### config.mk
export PLATFORM = sky130hd
export DESIGN_NAME = pan_tilt_centering_with_hysteresis
export DESIGN_NICKNAME = d
export VERILOG_FILES = /design/src/ptc_pkg.sv /design/src/ptc_mul.sv /design/src/ptc_div.sv /design/src/pan_tilt_centering_with_hysteresis.sv
export SDC_FILE = /design/constraint.sdc
export NUM_CORES = 1
export LEC_CHECK = 0
export BUFFER_PORTS_ARGS = -buffer_cell sky130_fd_sc_hd__buf_2
export CORE_UTILIZATION = 56
export DETAILED_ROUTE_END_ITERATION = 16
export PLACE_DENSITY = 0.87
export SETUP_SLACK_MARGIN = 0.5
export SYNTH_ARGS = -nofsm -noshare
export SYNTH_HDL_FRONTEND = slang
export SYNTH_SLANG_ARGS = --single-unit
### constraint.sdc
create_clock -name clk -period 5.4 [get_ports clk]
set_clock_uncertainty 0.1 [all_clocks]
set_input_delay 0.27 -clock clk [delete_from_list [all_inputs] [get_ports clk]]
set_output_delay 0.27 -clock clk [all_outputs]
set_load 0.02 [all_outputs]
### src/ptc_pkg.sv
`default_nettype none

package ptc_pkg;

	// register and field widths
	localparam int CFG_W   = 11;
	localparam int RAD_W   = 10;
	localparam int IDX_W   = 3;
	localparam int SPEED_W = 13;

	// register indexes on the configuration port
	typedef enum logic [IDX_W-1:0] {
		REG_CENTER_X  = 3'd0,
		REG_CENTER_Y  = 3'd1,
		REG_MAX_AZ    = 3'd2,
		REG_MAX_EL    = 3'd3,
		REG_INNER_RAD = 3'd4,
		REG_OUTER_RAD = 3'd5
	} reg_idx_t;

	// register reset values
	localparam logic [CFG_W-1:0] CENTER_X_RST  = 11'd320;
	localparam logic [CFG_W-1:0] CENTER_Y_RST  = 11'd240;
	localparam logic [RAD_W-1:0] MAX_SPEED_RST = 10'd250;
	localparam logic [RAD_W-1:0] INNER_RST     = 10'd20;
	localparam logic [RAD_W-1:0] OUTER_RST     = 10'd50;

	// saturation limits of a speed field
	localparam logic [SPEED_W-1:0] SPEED_MAX = 13'h0FFF;
	localparam logic [SPEED_W-1:0] SPEED_MIN = 13'h1000;

	// sequencing of a serial unit
	typedef struct packed {
		logic load;
		logic step;
	} ptc_ctl_t;

endpackage

`default_nettype wire

### src/ptc_mul.sv
`default_nettype none

// shift-add multiplier, one multiplier bit per step, lsb first
module ptc_mul #(
	parameter int AW = 10,
	parameter int BW = 10
) (
	input  wire logic               clk,
	input  wire ptc_pkg::ptc_ctl_t  ctl,
	input  wire logic [AW-1:0]      a,
	input  wire logic [BW-1:0]      b,
	output logic      [AW+BW-1:0]   p
);

	localparam int PW = AW + BW;

	logic [PW-1:0] a_q;
	logic [BW-1:0] b_q;
	logic [PW-1:0] acc_q;

	always_ff @(posedge clk) begin
		if (ctl.load) begin
			a_q   <= PW'(a);
			b_q   <= b;
			acc_q <= '0;
		end else if (ctl.step) begin
			if (b_q[0]) begin
				acc_q <= acc_q + a_q;
			end
			a_q <= a_q << 1;
			b_q <= b_q >> 1;
		end
	end

	assign p = acc_q;

endmodule

`default_nettype wire

### src/ptc_div.sv
`default_nettype none

// restoring divider, one quotient bit per step, msb first
module ptc_div #(
	parameter int NW = 23,
	parameter int DW = 11
) (
	input  wire logic               clk,
	input  wire ptc_pkg::ptc_ctl_t  ctl,
	input  wire logic [NW-1:0]      num,
	input  wire logic [DW-1:0]      den,
	output logic      [NW-1:0]      quo
);

	logic [DW-1:0] rem_q;
	logic [NW-1:0] n_q;
	logic [DW-1:0] den_q;
	logic [DW:0]   trial;
	logic [DW:0]   diff;
	logic          ge;

	assign trial = {rem_q, n_q[NW-1]};
	assign ge    = trial >= {1'b0, den_q};
	assign diff  = trial - {1'b0, den_q};

	always_ff @(posedge clk) begin
		if (ctl.load) begin
			rem_q <= '0;
			n_q   <= num;
			den_q <= den;
		end else if (ctl.step) begin
			rem_q <= ge ? diff[DW-1:0] : trial[DW-1:0];
			n_q   <= {n_q[NW-2:0], ge};
		end
	end

	// quotient bits shift in behind the dividend
	assign quo = n_q;

endmodule

`default_nettype wire

### src/pan_tilt_centering_with_hysteresis.sv
// a speed command runs setup, the bit-serial multiply, compare, the bit-serial divide,
// saturate and output after the input transfer; the block takes a new item only in idle,
// once the last one is through; lost or in-band items finish sooner: a stop for a lost
// object goes from setup straight to output, a stop inside the band from compare to
// output; a busy output register adds its stall
// reset: arst_n asynchronous active low; registers return to defaults, camera idle
`default_nettype none

module pan_tilt_centering_with_hysteresis #(
	parameter int COORD_BITS = 12
) (
	input  wire logic                                           clk,
	input  wire logic                                           arst_n,
	// configuration write port
	input  wire logic                                           cfg_we,
	input  wire logic [ptc_pkg::IDX_W-1:0]                      cfg_index,
	input  wire logic [ptc_pkg::CFG_W-1:0]                      cfg_data,
	// tracking result input
	input  wire logic                                           s_tvalid,
	output logic                                                s_tready,
	// object_found, box_left, box_top, box_width, box_height, zero pad
	input  wire logic [((1+4*COORD_BITS+7)/8)*8-1:0]            s_tdata,
	// speed command output
	output logic                                                m_tvalid,
	input  wire logic                                           m_tready,
	// azimuth_speed, elevation_speed, zero pad
	output logic [((2*ptc_pkg::SPEED_W+7)/8)*8-1:0]             m_tdata
);

	localparam int C     = COORD_BITS;
	localparam int CW_R  = ptc_pkg::CFG_W;
	localparam int RW    = ptc_pkg::RAD_W;
	localparam int SPW   = ptc_pkg::SPEED_W;
	localparam int OW    = C + 1;                    // object centre width
	localparam int MW    = (OW > CW_R) ? OW : CW_R;  // offset magnitude width
	localparam int SW    = 2 * MW;                   // squared offset width
	localparam int D2W   = SW + 1;                   // squared distance width
	localparam int NW    = MW + RW;                  // offset times max speed
	localparam int CNTW  = $clog2(NW + 1);
	localparam int OUT_W = ((2*SPW+7)/8)*8;

	typedef enum logic [2:0] {
		ST_IDLE,
		ST_SETUP,
		ST_MUL,
		ST_CMP,
		ST_DIV,
		ST_SAT,
		ST_OUT
	} state_t;

	// configuration registers
	logic [CW_R-1:0] cx_q;
	logic [CW_R-1:0] cy_q;
	logic [RW-1:0]   max_az_q;
	logic [RW-1:0]   max_el_q;
	logic [RW-1:0]   inner_q;
	logic [RW-1:0]   outer_q;

	always_ff @(posedge clk or negedge arst_n) begin
		if (!arst_n) begin
			cx_q     <= ptc_pkg::CENTER_X_RST;
			cy_q     <= ptc_pkg::CENTER_Y_RST;
			max_az_q <= ptc_pkg::MAX_SPEED_RST;
			max_el_q <= ptc_pkg::MAX_SPEED_RST;
			inner_q  <= ptc_pkg::INNER_RST;
			outer_q  <= ptc_pkg::OUTER_RST;
		end else if (cfg_we) begin
			case (ptc_pkg::reg_idx_t'(cfg_index))
				ptc_pkg::REG_CENTER_X:  cx_q     <= cfg_data;
				ptc_pkg::REG_CENTER_Y:  cy_q     <= cfg_data;
				ptc_pkg::REG_MAX_AZ:    max_az_q <= cfg_data[RW-1:0];
				ptc_pkg::REG_MAX_EL:    max_el_q <= cfg_data[RW-1:0];
				ptc_pkg::REG_INNER_RAD: inner_q  <= cfg_data[RW-1:0];
				ptc_pkg::REG_OUTER_RAD: outer_q  <= cfg_data[RW-1:0];
				default: ; // unknown index, write dropped
			endcase
		end
	end

	// input field unpacking
	logic          in_found;
	logic [C-1:0]  in_left;
	logic [C-1:0]  in_top;
	logic [C-1:0]  in_width;
	logic [C-1:0]  in_height;

	assign in_found  = s_tdata[0];
	assign in_left   = s_tdata[C:1];
	assign in_top    = s_tdata[2*C:C+1];
	assign in_width  = s_tdata[3*C:2*C+1];
	assign in_height = s_tdata[4*C:3*C+1];

	// object centre and signed offset from frame centre, split into sign and magnitude
	logic [OW-1:0] ox;
	logic [OW-1:0] oy;
	logic [MW:0]   dx;
	logic [MW:0]   dy;
	logic [MW:0]   dx_abs;
	logic [MW:0]   dy_abs;

	assign ox     = OW'(in_left) + OW'(in_width >> 1);
	assign oy     = OW'(in_top) + OW'(in_height >> 1);
	assign dx     = (MW+1)'(cx_q) - (MW+1)'(ox);
	assign dy     = (MW+1)'(cy_q) - (MW+1)'(oy);
	assign dx_abs = dx[MW] ? ((MW+1)'(0) - dx) : dx;
	assign dy_abs = dy[MW] ? ((MW+1)'(0) - dy) : dy;

	state_t            state_q;
	logic              moving_q;
	logic [CNTW-1:0]   cnt_q;
	logic              found_q;
	logic              sx_q;
	logic              sy_q;
	logic [MW-1:0]     mx_q;
	logic [MW-1:0]     my_q;
	logic [2*SPW-1:0]  res_q;
	logic              m_tvalid_q;
	logic [OUT_W-1:0]  m_tdata_q;

	// serial unit sequencing
	ptc_pkg::ptc_ctl_t mul_ctl;
	ptc_pkg::ptc_ctl_t div_ctl;
	logic [RW-1:0]     radius;
	logic [SW-1:0]     pxx;
	logic [SW-1:0]     pyy;
	logic [2*RW-1:0]   prr;
	logic [NW-1:0]     pxs;
	logic [NW-1:0]     pys;
	logic [NW-1:0]     qx;
	logic [NW-1:0]     qy;
	logic [D2W-1:0]    d2;
	logic              beyond;

	// hysteresis: the stop radius applies while moving, the start radius while idle
	assign radius = moving_q ? inner_q : outer_q;

	assign mul_ctl.load = (state_q == ST_SETUP) && found_q;
	assign mul_ctl.step = (state_q == ST_MUL);

	assign d2     = D2W'(pxx) + D2W'(pyy);
	assign beyond = d2 > D2W'(prr);

	assign div_ctl.load = (state_q == ST_CMP) && beyond;
	assign div_ctl.step = (state_q == ST_DIV);

	// squares and speed products share the offset magnitude as serial multiplier
	ptc_mul #(.AW(MW), .BW(MW)) u_mul_xx (
		.clk (clk), .ctl (mul_ctl), .a (mx_q), .b (mx_q), .p (pxx)
	);
	ptc_mul #(.AW(MW), .BW(MW)) u_mul_yy (
		.clk (clk), .ctl (mul_ctl), .a (my_q), .b (my_q), .p (pyy)
	);
	ptc_mul #(.AW(RW), .BW(MW)) u_mul_xs (
		.clk (clk), .ctl (mul_ctl), .a (max_az_q), .b (mx_q), .p (pxs)
	);
	ptc_mul #(.AW(RW), .BW(MW)) u_mul_ys (
		.clk (clk), .ctl (mul_ctl), .a (max_el_q), .b (my_q), .p (pys)
	);
	// radius square runs the same step count, extra steps see zero bits
	ptc_mul #(.AW(RW), .BW(RW)) u_mul_rr (
		.clk (clk), .ctl (mul_ctl), .a (radius), .b (radius), .p (prr)
	);

	ptc_div #(.NW(NW), .DW(CW_R)) u_div_x (
		.clk (clk), .ctl (div_ctl), .num (pxs), .den (cx_q), .quo (qx)
	);
	ptc_div #(.NW(NW), .DW(CW_R)) u_div_y (
		.clk (clk), .ctl (div_ctl), .num (pys), .den (cy_q), .quo (qy)
	);

	// apply sign to the truncated quotient magnitude and clamp to the field range; a zero frame centre gives zero speed
	function automatic logic [SPW-1:0] sat_speed(
		input logic          zero_den,
		input logic          neg,
		input logic [NW-1:0] q
	);
		logic pos_over;
		logic neg_over;
		logic [SPW-1:0] r;
		pos_over = |q[NW-1:SPW-1];
		neg_over = (|q[NW-1:SPW]) || (q[SPW-1] && (|q[SPW-2:0]));
		if (zero_den) begin
			r = '0;
		end else if (!neg) begin
			r = pos_over ? ptc_pkg::SPEED_MAX : q[SPW-1:0];
		end else begin
			r = neg_over ? ptc_pkg::SPEED_MIN : (SPW'(0) - q[SPW-1:0]);
		end
		return r;
	endfunction

	always_ff @(posedge clk or negedge arst_n) begin
		if (!arst_n) begin
			state_q    <= ST_IDLE;
			moving_q   <= 1'b0;
			cnt_q      <= '0;
			found_q    <= 1'b0;
			sx_q       <= 1'b0;
			sy_q       <= 1'b0;
			mx_q       <= '0;
			my_q       <= '0;
			res_q      <= '0;
			m_tvalid_q <= 1'b0;
			m_tdata_q  <= '0;
		end else begin
			// a transfer empties the output register unless a new command refills it
			if (m_tvalid_q && m_tready && state_q != ST_OUT) begin
				m_tvalid_q <= 1'b0;
			end
			case (state_q)
				ST_IDLE: begin
					if (s_tvalid) begin
						found_q <= in_found;
						sx_q    <= dx[MW];
						sy_q    <= dy[MW];
						mx_q    <= dx_abs[MW-1:0];
						my_q    <= dy_abs[MW-1:0];
						state_q <= ST_SETUP;
					end
				end
				ST_SETUP: begin
					cnt_q <= '0;
					if (found_q) begin
						state_q <= ST_MUL;
					end else if (moving_q) begin
						// object lost while moving: stop command
						moving_q <= 1'b0;
						res_q    <= '0;
						state_q  <= ST_OUT;
					end else begin
						state_q <= ST_IDLE;
					end
				end
				ST_MUL: begin
					if (cnt_q == CNTW'(MW-1)) begin
						state_q <= ST_CMP;
					end else begin
						cnt_q <= cnt_q + 1'b1;
					end
				end
				ST_CMP: begin
					cnt_q <= '0;
					if (beyond) begin
						moving_q <= 1'b1;
						state_q  <= ST_DIV;
					end else if (moving_q) begin
						// back inside the band: stop command
						moving_q <= 1'b0;
						res_q    <= '0;
						state_q  <= ST_OUT;
					end else begin
						state_q <= ST_IDLE;
					end
				end
				ST_DIV: begin
					if (cnt_q == CNTW'(NW-1)) begin
						state_q <= ST_SAT;
					end else begin
						cnt_q <= cnt_q + 1'b1;
					end
				end
				ST_SAT: begin
					res_q   <= {sat_speed(cy_q == '0, sy_q, qy),
					            sat_speed(cx_q == '0, sx_q, qx)};
					state_q <= ST_OUT;
				end
				ST_OUT: begin
					// wait for the output register to free up
					if (!m_tvalid_q || m_tready) begin
						m_tvalid_q <= 1'b1;
						m_tdata_q  <= OUT_W'(res_q);
						state_q    <= ST_IDLE;
					end
				end
				default: state_q <= ST_IDLE;
			endcase
		end
	end

	assign s_tready = (state_q == ST_IDLE);
	assign m_tvalid = m_tvalid_q;
	assign m_tdata  = m_tdata_q;

`ifndef NO_ASSERTIONS
	// speed division only runs once the camera has been marked moving
	a_div_moving: assert property (@(posedge clk) disable iff (!arst_n)
		(state_q == ST_DIV) |-> moving_q)
		else $error("divide running while camera idle");

	// an accepted item always starts the sequence
	a_accept_setup: assert property (@(posedge clk) disable iff (!arst_n)
		(s_tvalid && s_tready) |=> (state_q == ST_SETUP))
		else $error("accepted item did not start sequence");

	// a lost object while moving gives a stop command and clears the flag
	a_lost_stop: assert property (@(posedge clk) disable iff (!arst_n)
		(state_q == ST_SETUP && !found_q && moving_q) |=>
		(state_q == ST_OUT && res_q == '0 && !moving_q))
		else $error("lost object did not stop camera");

	// step counter stays inside the multiply length
	a_mul_count: assert property (@(posedge clk) disable iff (!arst_n)
		(state_q == ST_MUL) |-> (cnt_q < CNTW'(MW)))
		else $error("multiply step counter out of range");
`endif

endmodule

`default_nettype wire
==> results by group <==
Logic synthesis
  – Post-Syn Area: a little over 30000 um^2
  – EDFF count, synth: 160
  – Post-synth top flop: dfxtp_1
  – YS warnings: 0
  – #FFs+latches synth: 515
  – Yosys cell types: 88
  – Average size of a mapped cell: about 9.2 um^2
  – Mapped Cells: 3322
  – Synth async-reset ratio: ~30%
  – Register area share after synthesis: 41.5%

STA
  – Final Hold Viols: 0
  – Final setup viols: 0
  – Minimum clock period: roughly 5 ns
  – Setup TNS: 0 ns
  – Final period util: slightly above 90%
  – RSZ-0062 raised after global routing: true
  – Slew HR: 27.7%
  – Worst-Margin Slew: around 1.1 ns
  – Worst setup margin: about 0.38 ns
  – Slew Viols, Final: 0
  – FMAX: roughly 0.20 GHz

Die
  – Die X: 236 um
  – Initial core utilization: between 50% and 60%
  – I/O pins: 109
  – # rows: 85
  – Die height: 236 um
  – Core area: between 50000 and 60000 um^2
  – Die Footprint: ~56000 um^2

Clock tree
  – Clock tree from TritonCTS: built
  – H-tree levels: 2
  – Worst-Skew Late Latency: between 0.6 and 0.7 ns
  – Reg clk slew, reported paths: ~0.060 ns
  – Root Buffer: clkbuf_16
  – TritonCTS Buffers: 53
  – Clock tree buffer depth: 3
  – Clock sinks: a little over 500

Critical path
  – Slowest cell delay on critical path: approximately 0.45 ns
  – Critical path startpoint category: register
  – R2r setup slk: 0.38 ns
  – WP data arrival: ~5.3 ns
  – Critical-path top delay cell: dfxtp_1
  – Crit path kind: reg -> reg
  – Worst Path Required: between 5 and 6 ns
  – CP Max Fanout: 12
  – Worst R2R End: u_div_x.quo[16]$_DFFE_PP_
  – Critical-path cell list: ha_1, a211oi_2, o21a_1, nor3_2, nor3_4, nor2_1, a21oi_1, xnor2_1, ha_1, a21oi_1, nand2_1, a211oi_1, o21ai_1, o21ai_2, nand4_1, a2111oi_4, buf_4, a31oi_4, buf_12, buf_8, nand2b_4, buf_12
  – CP Buf/Inv Count: 4
  – CP Capture Type: register
  – Reg2Reg Depth: 22
  – Reg-to-Reg Start: u_mul_yy.p[1]$_SDFFE_PP0P_
  – Critical path's top delay family: compound AO/OA/AOI/OAI gates

Hold path
  – Origin of the worst min-delay path: s_tdata[12]
  – Hold endpoint: mx_q[12]$_DFFE_PN0P_
  – Tightest Hold Check Type: in -> reg
  – WHS Path Cells: 4

Layout
  – Finished Core Util: around 64%
  – Layout cells sized above 1: a little over an eighth
  – Area Overhead vs Synth: 12.7%
  – Non-Filler Instances: 4164
  – Nets: ~3.7k

Power and ir drop
  – PwrDens: 638 nW/um^2
  – Leak: around 15 nW
  – Total Power: between 0.02 and 0.025 W
  – Peak VDD IR: 0.000507 V

Run status
  – Status: finished, final reports clean

GRT
  – Largest net degree at the start of global routing: 83
  – Initial antenna violation count: 3
  – First-pass GRT wire length: roughly 130000 um
  – Vias in the first global route: ~24k
  – Grt ovf: 0
  – GRT Util Overall: 27.4%

Detailed routing
  – Final WL: between 80000 and 90000 um
  – Antenna Nets Post-Route: 0
  – Drt pass-1 iters: 6
  – Starting DRT DRC Count: approximately 3.2k
  – Via density per instance: around 6.3
  – # DRC: 0
  – WL per Instance: ~20 um
  – Total number of vias: about 26k

Place
  – RD Place Congestion: 0.922
  – # port buffers: 93
  – Pre-CTS setup slack: 0.109 ns
  – Hpwl dp: between 50000 and 60000 um
  – Dpl cells: 4023

Run
  – Max Cap Viol: 0
report_power, final:
part | total [W] | switching, W | internal [W]
clock | 0.00373 | 0.00161 | 0.00213
combinational | 0.0110 | 0.00643 | 0.00458
sequential | 0.00728 | 0.00132 | 0.00597
total | 0.0220 | 0.00936 | 0.0127
per-layer routing:
| metal | wire length, um | track usage, % | vias to the layer above |
|---|---|---|---|
| met1 | 32700 | 35.9 | 12347 |
| met5 | 34 | 0 | - |
| li1 | - | - | 12051 |
| met3 | 6990 | 4.34 | 288 |
| met2 | 38100 | 45.2 | 1359 |
| met4 | 3340 | 11.5 | 6 |
cell usage after synthesis (all sizes together) (6+ instances only):
library cell	n	area (um^2)
nand2	564	2120
a21oi	283	1420
ha	218	2730
dfxtp	202	4040
inv	188	706
nor2	182	683
o21ai	161	806
edfxtp	160	4800
mux2	136	1680
dfrtp	130	3250
clkbuf	104	390
nor3	87	440
xnor2	78	683
nand3	73	365
a21o	68	510
xor2	49	429
a211oi	43	338
o21a	43	323
or3	43	269
a31oi	42	278
nor2b	33	206
fa	30	601
and3	27	169
buf	26	159
mux2i	26	260
o31ai	26	195
nand4	25	156
dfstp	23	604
nand2b	21	131
o211ai	20	150
a21boi	17	128
and2	17	106
nor4	16	100
a22o	13	114
nor3b	11	93.8
o2bb2ai	11	96.3
or2	11	68.8
o21bai	10	75.1
a2111oi	9	105
nand3b	9	67.6
o31a	9	78.8
o41ai	8	70.1
a211o	6	52.6
worst max-delay path by stage:
stage                          startpoint                         to  depth (start not counted)
2_1_floorplan  u_mul_xx.p[0]$_SDFFE_PP0P_   u_div_x.quo[0]$_DFFE_PP_                         20
3_3_place_gp   u_mul_xx.p[0]$_SDFFE_PP0P_  u_div_x.quo[18]$_DFFE_PP_                         21
3_5_place_dp   u_mul_xx.p[0]$_SDFFE_PP0P_  u_div_x.quo[11]$_DFFE_PP_                         21
4_1_cts        u_mul_yy.p[0]$_SDFFE_PP0P_  u_div_y.quo[10]$_DFFE_PP_                         23
5_1_grt        u_mul_yy.p[1]$_SDFFE_PP0P_  u_div_y.quo[14]$_DFFE_PP_                         22
6_report       u_mul_yy.p[1]$_SDFFE_PP0P_  u_div_x.quo[16]$_DFFE_PP_                         22
cells in the final DEF (no fill, tap or decap), types with 40 or more instances in the layout:
cell type	Yosys	layout
nand2_1	564	561
a21oi_1	283	282
ha_1	218	217
dfxtp_1	202	199
inv_1	188	188
nor2_1	182	177
edfxtp_1	160	160
o21ai_0	155	153
dfrtp_1	130	130
mux2_2	96	96
buf_2	7	92
nor3_1	86	82
xnor2_1	78	78
nand3_1	73	72
a21o_1	68	68
clkbuf_16	0	63
xor2_1	49	49
o21a_1	43	43
or3_1	43	43
a31oi_1	41	41
mux2_4	40	40
buf_4	6	40
flip-flops by register name, summed over array words and instances, names as in the netlist, 23 cells and up:
signal and count:
m_tdata 26, res_q 26, u_mul_xx.a_q 26, u_mul_xx.p 26, u_mul_yy.a_q 26, u_mul_yy.p 26, u_div_x.quo 23, u_div_y.quo 23
u_mul_xs.a_q 23, u_mul_xs.p 23, u_mul_ys.a_q 23, u_mul_ys.p 23
layout make-up:
class                      instances  area, um^2
sequential                       515       12700
clock inverter                    13         133
multi-input combinational       2494       17000
antenna                            1        2.50
fill                            3852       19400
clock buffer                      86        1640
tap                              696         871
inverter                         188         706
timing repair buffer             171        1470
cell families (layout without fill, tap and decap cells):
| logic type | count (synthesis) | after routing | share of synthesized area (%) |
|---|---|---|---|
| simple gates | 1135 | 1135 | 16.7 |
| compound gates | 816 | 816 | 16.9 |
| flops | 515 | 515 | 41.5 |
| buf+inv | 318 | 458 | 4.10 |
| fa+ha+maj | 248 | 248 | 10.9 |
| mux | 162 | 162 | 6.34 |
| xor+xnor | 127 | 127 | 3.63 |
| other cells | 1 | 7 | 0.0122 |
stage by stage:
step	cell area, um^2	hold WS (ns)
CTS	34100	0.00514
floorplan	30700	-0.126
finish	34500	0.0217
global route	34500	0.00591
detailed placement	31900	0.110
global placement	31900	0.109
tightest hold or removal path, stage by stage:
cell	delay [ns]
buf_2	0.11
xnor2_1	0.09
xnor2_1	0.15
o21ai_1	0.07
repair_timing:
| action | CTS | global route |
|---|---|---|
| cloned | 5 | 10 |
| setup endpoints to repair | 164 | 164 |
| resized for setup | 27 | 39 |
| endpoints found under the hold margin | 67 | 0 |
| setup buffers | 11 | 6 |
| pin swaps | 18 | 9 |
| hold buffers | 9 | 0 |
No activity file was read; power rests on OpenSTA's default activity.
